--- src/design/cls_pkg.sv ---
// Package for the command line argument splitter.
// Holds request types, step state, phase codes and byte constants.
// No dependencies.
package cls_pkg;

  // Counter widths, capped at the 16-bit result fields
  localparam int RUN_BITS   = 16;
  localparam int COUNT_BITS = 16;
  localparam int PEND_W     = (RUN_BITS < 16) ? RUN_BITS : 16;
  localparam int CNT_W      = (COUNT_BITS < 16) ? COUNT_BITS : 16;

  // Phase codes
  localparam logic [2:0] PH_START = 3'd0;
  localparam logic [2:0] PH_PATHQ = 3'd1;
  localparam logic [2:0] PH_PATHP = 3'd2;
  localparam logic [2:0] PH_GAP   = 3'd3;
  localparam logic [2:0] PH_ARG   = 3'd4;

  // Byte codes
  localparam logic [7:0] CH_QUOTE = 8'h22;
  localparam logic [7:0] CH_BSL   = 8'h5c;
  localparam logic [7:0] CH_SPACE = 8'h20;
  localparam logic [7:0] CH_TAB   = 8'h09;

  localparam logic [1:0] QL_TWO   = 2'd2;
  localparam logic [2:0] QL_THREE = 3'd3;

  typedef struct packed {
    logic [7:0] ch;
    logic       last;
  } cls_in_req_t;

  typedef struct packed {
    logic [15:0] backslash_run;
    logic        has_char;
    logic [7:0]  out_char;
    logic        end_of_arg;
    logic [15:0] arg_total;
    logic        run_overflow;
    logic        line_done;
  } cls_out_req_t;

  typedef struct packed {
    logic [2:0]        phase;
    logic [1:0]        quote_level;
    logic              in_quote_run;
    logic [PEND_W-1:0] pending;
    logic [CNT_W-1:0]  arg_cnt;
    logic              ovf_seen;
  } cls_state_t;

  localparam cls_state_t CLS_STATE_RST = '{
    phase:        PH_START,
    quote_level:  2'd0,
    in_quote_run: 1'b0,
    pending:      '0,
    arg_cnt:      '0,
    ovf_seen:     1'b0
  };

endpackage

--- src/design/cls_step.sv ---
// Per-byte step logic of the command line argument splitter.
// Pure combinational: current state and one request in, next state and result out.
// Depends on cls_pkg.
module cls_step (
  input  cls_pkg::cls_state_t   st,
  input  cls_pkg::cls_in_req_t  req,
  output cls_pkg::cls_state_t   st_nxt,
  output cls_pkg::cls_out_req_t res,
  output logic                  emit
);
  import cls_pkg::*;

  logic [7:0]        c;
  logic              ws;
  logic [2:0]        ph;
  logic [1:0]        ql;
  logic [2:0]        ql_inc;
  logic              iqr;
  logic [PEND_W-1:0] pend;
  logic [CNT_W-1:0]  cnt;
  logic              ovf;
  logic [15:0]       bs;
  logic              hc;
  logic [7:0]        oc;
  logic              eoa;
  logic              do_arg;
  logic              cnt_inc;

  always_comb begin
    c       = req.ch;
    ws      = (c == CH_SPACE) || (c == CH_TAB);
    ph      = st.phase;
    ql      = st.quote_level;
    iqr     = st.in_quote_run;
    pend    = st.pending;
    cnt     = st.arg_cnt;
    ovf     = st.ovf_seen;
    bs      = '0;
    hc      = 1'b0;
    oc      = '0;
    eoa     = 1'b0;
    do_arg  = 1'b0;
    cnt_inc = 1'b0;
    ql_inc  = '0;

    // Phase dispatch
    unique case (ph)
      PH_START: begin
        cnt_inc = 1'b1;
        if (c == CH_QUOTE) begin
          ph = PH_PATHQ;
        end else if (ws) begin
          eoa = 1'b1;
          ph  = PH_GAP;
        end else begin
          hc = 1'b1;
          oc = c;
          ph = PH_PATHP;
        end
      end
      PH_PATHQ: begin
        if (c == CH_QUOTE) begin
          eoa = 1'b1;
          ph  = PH_GAP;
        end else begin
          hc = 1'b1;
          oc = c;
        end
      end
      PH_PATHP: begin
        if (ws) begin
          eoa = 1'b1;
          ph  = PH_GAP;
        end else begin
          hc = 1'b1;
          oc = c;
        end
      end
      PH_GAP: begin
        if (!ws) begin
          cnt_inc = 1'b1;
          ph      = PH_ARG;
          do_arg  = 1'b1;
        end
      end
      default: begin
        ph     = PH_ARG;
        do_arg = 1'b1;
      end
    endcase

    // Argument count, saturating
    if (cnt_inc && (cnt != {CNT_W{1'b1}})) begin
      cnt = cnt + 1'b1;
    end

    // Escape rules inside a later argument
    if (do_arg) begin
      if ((c != CH_QUOTE) && iqr) begin
        iqr = 1'b0;
        if (ql == QL_TWO) begin
          ql = 2'd0;
        end
      end
      if (ws && (ql == 2'd0)) begin
        bs   = 16'(pend);
        pend = '0;
        eoa  = 1'b1;
        ph   = PH_GAP;
      end else if (c == CH_BSL) begin
        if (pend == {PEND_W{1'b1}}) begin
          ovf = 1'b1;
        end else begin
          pend = pend + 1'b1;
        end
      end else if (c == CH_QUOTE) begin
        if (!iqr) begin
          bs = 16'(pend >> 1);
          if (pend[0]) begin
            hc = 1'b1;
            oc = CH_QUOTE;
          end else begin
            ql = ql + 2'd1;
          end
          pend = '0;
          iqr  = 1'b1;
        end else begin
          // every third quote in a run is literal
          ql_inc = {1'b0, ql} + 3'd1;
          if (ql_inc >= QL_THREE) begin
            hc = 1'b1;
            oc = CH_QUOTE;
            ql = 2'd0;
          end else begin
            ql = ql_inc[1:0];
          end
        end
      end else begin
        bs   = 16'(pend);
        pend = '0;
        hc   = 1'b1;
        oc   = c;
      end
    end

    // Final byte flushes pending backslashes and closes an open argument
    if (req.last && ((ph == PH_PATHQ) || (ph == PH_PATHP) || (ph == PH_ARG))) begin
      bs   = bs + 16'(pend);
      pend = '0;
      eoa  = 1'b1;
    end

    emit = (bs != '0) || hc || eoa || req.last;

    res.backslash_run = bs;
    res.has_char      = hc;
    res.out_char      = hc ? oc : 8'h00;
    res.end_of_arg    = eoa;
    res.arg_total     = 16'(cnt);
    res.run_overflow  = ovf;
    res.line_done     = req.last;

    if (req.last) begin
      st_nxt = CLS_STATE_RST;
    end else begin
      st_nxt.phase        = ph;
      st_nxt.quote_level  = ql;
      st_nxt.in_quote_run = iqr;
      st_nxt.pending      = pend;
      st_nxt.arg_cnt      = cnt;
      st_nxt.ovf_seen     = ovf;
    end
  end

endmodule

--- src/design/command_line_argument_splitter.sv ---
// Command line argument splitter: one byte in, at most one result request out.
// Input register, per-byte step logic, state registers and result register.
// Depends on cls_pkg and cls_step.
//
// Usage:
//   in_valid / in_stall / in_req carry one byte of the command line (ch) and
//   a last flag that marks the final byte of the line. out_valid / out_stall
//   / out_req carry result requests: backslashes to append, an optional
//   character, an end-of-argument mark, the running argument count, an
//   overflow flag for the pending backslash count and a line-done flag.
//   Bytes that only count a backslash, skip a blank between arguments or
//   open a quote give no result request.
//   A result request is registered: its byte is held in the input register,
//   and its result is written into the result register when the byte
//   advances. Throughput is one byte per cycle while out_stall holds no
//   result; the limit is the single state update per byte in the step logic.
//   Reset (rst_n low, synchronous) empties both registers and returns the
//   splitter to the start of a line; the last byte of a line also returns it there.
//   While out_stall is high a waiting result holds; a byte that gives a
//   result then waits in the input register and in_stall rises, while a byte
//   that gives none still passes through.
module command_line_argument_splitter (
  input  logic                  clk,
  input  logic                  rst_n,
  input  logic                  in_valid,
  output logic                  in_stall,
  input  cls_pkg::cls_in_req_t  in_req,
  output logic                  out_valid,
  input  logic                  out_stall,
  output cls_pkg::cls_out_req_t out_req
);
  import cls_pkg::*;

  logic         in_vld_r;
  logic         in_vld_nxt;
  cls_in_req_t  in_req_r;
  cls_state_t   st_r;
  cls_state_t   st_nxt;
  logic         out_vld_r;
  logic         out_vld_nxt;
  cls_out_req_t out_req_r;
  cls_out_req_t step_res;
  logic         step_emit;
  logic         out_free;
  logic         adv;
  logic         in_acc;

  // Step logic on the registered byte
  cls_step u_step (
    .st     (st_r),
    .req    (in_req_r),
    .st_nxt (st_nxt),
    .res    (step_res),
    .emit   (step_emit)
  );

  // Handshake control
  assign out_free = !out_vld_r || !out_stall;
  assign adv      = in_vld_r && (out_free || !step_emit);
  assign in_stall = in_vld_r && !adv;
  assign in_acc   = in_valid && !in_stall;

  always_comb begin
    in_vld_nxt = in_vld_r;
    if (in_acc) begin
      in_vld_nxt = 1'b1;
    end else if (adv) begin
      in_vld_nxt = 1'b0;
    end
    out_vld_nxt = out_vld_r;
    if (adv && step_emit) begin
      out_vld_nxt = 1'b1;
    end else if (out_vld_r && !out_stall) begin
      out_vld_nxt = 1'b0;
    end
  end

  // Control registers
  always_ff @(posedge clk) begin
    if (!rst_n) begin
      in_vld_r  <= 1'b0;
      out_vld_r <= 1'b0;
      st_r      <= CLS_STATE_RST;
    end else begin
      in_vld_r  <= in_vld_nxt;
      out_vld_r <= out_vld_nxt;
      if (adv) begin
        st_r <= st_nxt;
      end
    end
  end

  // Payload registers
  always_ff @(posedge clk) begin
    if (in_acc) begin
      in_req_r <= in_req;
    end
    if (adv && step_emit) begin
      out_req_r <= step_res;
    end
  end

  assign out_valid = out_vld_r;
  assign out_req   = out_req_r;

endmodule
--- config.mk ---
export PLATFORM = sky130hd
export DESIGN_NAME = command_line_argument_splitter
export DESIGN_NICKNAME = d
export VERILOG_FILES = /design/src/design/cls_pkg.sv /design/src/design/cls_step.sv /design/src/design/command_line_argument_splitter.sv
export SDC_FILE = /design/constraint.sdc
export NUM_CORES = 1
export LEC_CHECK = 0
export ABC_CLOCK_PERIOD_IN_PS = 18600
export BUFFER_PORTS_ARGS = -buffer_cell sky130_fd_sc_hd__buf_2
export CAP_MARGIN = 5
export CORE_MARGIN = 8
export CORE_UTILIZATION = 60
export CTS_CLUSTER_DIAMETER = 50
export DETAILED_ROUTE_END_ITERATION = 16
export PLACE_DENSITY = 0.81
export SLEW_MARGIN = 40
export SYNTH_ARGS = -nofsm -noshare
export SYNTH_HDL_FRONTEND = slang
export SYNTH_SLANG_ARGS = --single-unit
--- constraint.sdc ---
create_clock -name clk -period 18.6 [get_ports clk]
set_clock_uncertainty 0.2 [all_clocks]
set_input_delay 2.79 -clock clk [delete_from_list [all_inputs] [get_ports clk]]
set_output_delay 2.79 -clock clk [all_outputs]
set_load 0.01 [all_outputs]
## After elaboration in Yosys (flattened, before gate mapping)

Index checks and enable logic that the tools add are counted.

| storage, ports and cells | value |
|---|---|
| bits in registers | 94 |
| bits of input ports | 13 |
| output and inout bits | 46 |
| word-level logic and storage cells | 145 |

| operators by class | value |
|---|---|
| add/sub/neg operators | 5 |
| order comparisons | 1 |
| equal/unequal tests | 14 |
| muxes and demuxes | 78 |
| reduce and logical (&&, ||, !) cells | 30 |

Operators by type and width:

| kind | number |
|---|---|
| 16-bit two-way mux | 13 |
| 8-bit two-way mux | 10 |
| 39-bit two-way mux | 1 |
| 16-bit by 1-bit adder with 16-bit output, second input constant | 2 |
| 1-bit two-way mux | 31 |
| 8-bit case mux with 3 select lines | 1 |
| 2-bit two-way mux | 10 |
| 3-bit two-way mux | 6 |
| 16-bit adder | 1 |
| 16-bit == test, second input constant | 1 |
| 8-bit by 6-bit == test with 1-bit output, second input constant | 2 |
| 16-bit != test, second input constant | 1 |
| 16-bit nonzero test | 1 |
| 15-bit two-way mux | 1 |
| 3-bit case mux with 4 select lines | 1 |
| 3-bit by 2-bit == test with 1-bit output, second input constant | 3 |
| 1-bit logical AND | 9 |
| 8-bit by 4-bit == test with 1-bit output, second input constant | 1 |
| 8-bit by 7-bit == test with 1-bit output, second input constant | 1 |
| 1-bit logical OR | 8 |
| 8-bit by 6-bit != test with 1-bit output, second input constant | 1 |
| 3-bit by 1-bit == test with 1-bit output, second input constant | 2 |
| 1-bit case mux with 3 select lines | 2 |
| 2-bit nonzero test | 3 |
| other kinds (11) | 16 |

## Depth between registers and ports, before layout

| logic depth | value |
|---|---|
| depth in word-level cells | 26 |
| depth in mapped cells | 25 |
| gate-level depth less buffers | 21 |

## Cells and area by module

From an unflattened synthesis, not the netlist that was laid out.

| second synthesis, totals | value |
|---|---|
| cells, all modules | 677 |
| area, all modules | 6012.0 um^2 |

Modules (own cells, without submodules):

| module | times used | cells each | area an instance (um^2) | seq. area each (um^2) |
|---|---|---|---|---|
| command_line_argument_splitter | 1 | 233 | 3233.1 | 2412.3 |
| cls_step | 1 | 444 | 2778.9 | 0.0 |

## Worst setup path before layout

OpenSTA, ideal clock, no wires.

| path | value |
|---|---|
| kind | register to output |
| start point | reg in_req_r[6] (netlist bit) |
| end point | out in_stall |
| arrival time | 4.702 ns |
| data required time | 15.610 ns |
| setup slack | 10.908 ns |
| cell stages (with the launch flop) | 24 |
| path buffers | 2 |
| cells stage by stage | edfxtp_1 -> nor4b_4 -> and3_1 -> clkbuf_1 -> clkbuf_1 -> o31ai_1 -> ha_1 -> inv_1 -> o22ai_1 -> nor2_1 -> mux2_2 -> ha_1 -> fa_1 -> a21o_1 -> a21oi_1 -> inv_1 -> a21oi_1 -> a21oi_2 -> a41oi_1 -> xor2_1 -> a22oi_4 -> nor2_1 -> a21o_1 -> nor2_1 |

| on the way | value |
|---|---|
| longest elaborated chain between the ends | 22 |
| elaborated cells between the ends (all ways) | 69 |

Ends and longest elaborated chain:

| item | RTL line | text |
|---|---|---|
| start: declaration | command_line_argument_splitter.sv:36 | `cls_in_req_t in_req_r;` |
| start signal: assignment | command_line_argument_splitter.sv:96 | `in_req_r <= in_req;` |
| branches (longest 15 deep; another with 16-bit adder) | - |  |
| 1-bit logical OR (*) (2 in a row) | cls_step.sv:153 | `emit = (bs != '0) \|\| hc \|\| eoa \|\| req.last;` |
| 1-bit logical NOT (*) | command_line_argument_splitter.sv:59 | `assign adv = in_vld_r && (out_free \|\| !step_emit);` |
| 1-bit logical OR (*) | command_line_argument_splitter.sv:59 |  |
| 1-bit logical AND (*) | command_line_argument_splitter.sv:59 |  |
| 1-bit logical NOT (*) | command_line_argument_splitter.sv:60 | `assign in_stall = in_vld_r && !adv;` |
| 1-bit logical AND (*) | command_line_argument_splitter.sv:60 |  |
| end: declaration | command_line_argument_splitter.sv:26 | `output logic in_stall,` |

Every way passes the cells marked *. The select of a mux whose other input is x is not followed.

## Final worst setup path

| path | value |
|---|---|
| start point | reg in_req_r[2] (netlist bit) |
| end point | out in_stall |

The elaborated chain is that of the path after synthesis.

==> qor.txt <==
Die Area = 13980 um^2
fin. max-slew vios = 0
top-count cell post-synth = nand2_1
DR WL/cell = 20.82 um
die height = 118.2 um
Final nets = 766
xor/xnor cell area share of the yosys netlist = 3.213%
Layout area overhead = 7.883%
P_int = 0.2966 mW
Syn Nets = 736
endpoints failing setup = 0
CTS max path bufs = 2
relative slew slack = 46.57%
# H-tree levels = 3
Max Cap Viol = 0
Initial Util = 61.28%
vias per std cell = 6.677
most common library cells after synthesis = 111 x nand2_1, 53 x edfxtp_1, 41 x dfxtp_1
pwr dens = 58.79 nW/um^2
Req. time, crit path = 15.61 ns
Worst Setup Start Kind = register
final worst slack = 9.532 ns
post-DP HPWL = 13200 um
Worst-path clk slew = 0.10 ns
clock network fraction of total power = 35.1%
Logic pwr share = 7.5%
CTS tree = yes
leading area contributor after synthesis = edfxtp_1
die width = 118.2 um
EDFF count, synth = 53
Synth Area in Compound Gates = 23.41%
sw power = 0.1010 mW
largest family of logic cells by synthesized area = compound AO/OA/AOI/OAI gates
period utilization = 48.75%
Worst-Margin Slew = 0.7911 ns
IO buf count = 58
Mapped Avg Cell Area = 8.881 um^2
Tmin final = 9.068 ns
core region area = 10230 um^2
vias after detailed routing = 5856
Post-Route Utilization = 66.11%
final RePlAce weighted congestion = 0.9844
HP Class = register to register
pre-CTS worst setup slack = 10.05 ns
Yosys reg bits = 94
1st-pass router iterations = 7
First DRT Iteration DRCs = 722
Rows = 37
Congestion Overflow GR = 0
Synth Cell Area = 6270 um^2
share of layout cells above drive strength 1 = 15.65%
post-route DRC violation count = 0
Post-Route WL = 18260 um
Pleak = 2.550 nW
root buf cell = clkbuf_8
Num CTS Buffers = 9
hold buffer count at CTS = 0
adder-cell share of the synthesized area = 3.512%
Setup Buffers After CTS = 0
Routed Antenna Nets = 0
Ys Warns = 0
Hold Vio Cnt, Final = 0
sequential share of the synthesized area = 38.48%
Critical Path Sink Type = primary output
fmax = 0.1103 GHz
post-synth top area share = 25.38%
largest cells by area after synthesis = edfxtp_1 25%, dfxtp_1 13%, nand2_1 6.6%
kind of critical path = register to primary output
Top FF cell, synth = edfxtp_1
Clock Latency Late Sink = 0.37 ns
sw frac = 25.41%
gr usage total = 25.52%
number of global-route vias before repair = 5546
RSZ-0062 raised after global routing = false
post-synthesis mux area share = 3.412%
Post-CTS Resized = 0
first-pass GRT wire length = 29210 um
worst hold margin = 0.2888 ns
arrival time worst endpoint = 6.08 ns
worst vdd ir = 50.79 uV
setup TNS = 0 ns
share of synthesized registers carrying an async set or reset = 0%
total clock sinks = 94
IO Pins = 59
ANT cells = 0
Max FO, Critical Path = 10
antenna violations before repair = 0
Reg power frac = 57.4%
outcome = complete, no violations
post-synthesis cell type count = 91
simple-gate share of the synthesized area = 23.29%
Syn Inst Count = 706
largest net degree at the start of global routing = 51
-- power by group through the flow --
stage / Clock (mW) / Sequential (mW) / Combinational [mW]
final: 0.140 / 0.228 / 0.0297
after global routing: 0.148 / 0.229 / 0.0322
after CTS: 0.141 / 0.228 / 0.0296
after detailed placement: 0 / 0.233 / 0.0296
after global placement: 0 / 0.233 / 0.0291
after floorplan: 0 / 0.234 / 0.0183
-- kinds of logic (layout without fill, tap and decap cells) --
| logic type | count (synthesis) | after routing |
|---|---|---|
| AOI/OAI and AO/OA | 209 | 209 |
| xor gates and xnor gates | 23 | 23 |
| adders and majority gates | 17 | 17 |
| buffers and inverters | 63 | 98 |
| DFF | 94 | 94 |
| muxes | 21 | 21 |
| and+or+nand+nor | 279 | 279 |
-- state kept, by name, summed over array words and instances, names as in the netlist --
signal     cells
st_r          39
in_req_r       9
out_req       44
in_vld_r       1
out_valid      1
-- worst max-delay path: stages (launching register included) --
cell      delay, ns
edfxtp_1       0.53
or4b_1         0.83
o221a_1        0.52
o22ai_1        0.53
nor2_1         0.16
mux2_2         0.32
ha_1           0.21
fa_1           0.42
a21o_1         0.19
a21oi_1        0.21
inv_1          0.07
a21oi_1        0.19
a21oi_2        0.11
a41oi_1        0.29
xor2_1         0.30
a22oi_4        0.14
nor2_1         0.17
a21o_1         0.30
nor2_1         0.09
buf_2          0.15
-- area by class of cell --
class / count / area, um^2
clock buffer: 9 / 123.9
inverter: 16 / 60.06
clock inverter: 7 / 73.82
tap: 136 / 170.2
fill: 834 / 3467
multi-input combinational: 549 / 3571
timing repair buffer: 66 / 352.8
sequential: 94 / 2412
-- cell usage in the layout, fill, tap and decap left out, types with 8 or more instances in the layout --
cell / count
a211oi_1: 8
a21o_1: 12
a21oi_1: 36
a31oi_1: 8
and2_1: 12
and3_1: 16
buf_2: 57
buf_4: 9
clkbuf_8: 9
dfxtp_1: 41
edfxtp_1: 53
ha_1: 16
inv_1: 16
mux2i_1: 18
nand2_1: 111
nand3_1: 26
nand4_1: 19
nor2_1: 38
nor3_1: 9
o211ai_1: 14
o21ai_0: 39
o21ai_1: 18
o22ai_1: 8
xnor2_1: 12
xor2_1: 11
-- routing by layer --
metal | part of all wire (%) | up-vias | track usage, %
li1 | - | 2715 | -
met1 | 43 | 2758 | 33.53
met2 | 44 | 325 | 39.93
met3 | 8.8 | 58 | 5.616
met4 | 3.5 | 0 | 10.41
met5 | 0 | - | 0
-- metrics by stage --
step	area (um^2)	cells	power, mW
floorplan	6270	706	0.2521
global placement	6564	861	0.2617
detailed placement	6564	861	0.2625
CTS	6761	877	0.3991
global route	6764	877	0.4093
finish	6764	877	0.3976
-- worst paths after layout --
kind / startpoint / end / slack, ns / depth (start not counted)
setup / recovery: in_req_r[2] / in_stall / 9.53 / 19
hold / removal: st_r[6] / st_r[6] / 0.29 / 2
setup reg to reg: in_req_r[2] / st_r[23] / 11.43 / 20
hold reg to reg: st_r[6] / st_r[6] / 0.29 / 2
Note: power is estimated with default switching activity, not from simulation.
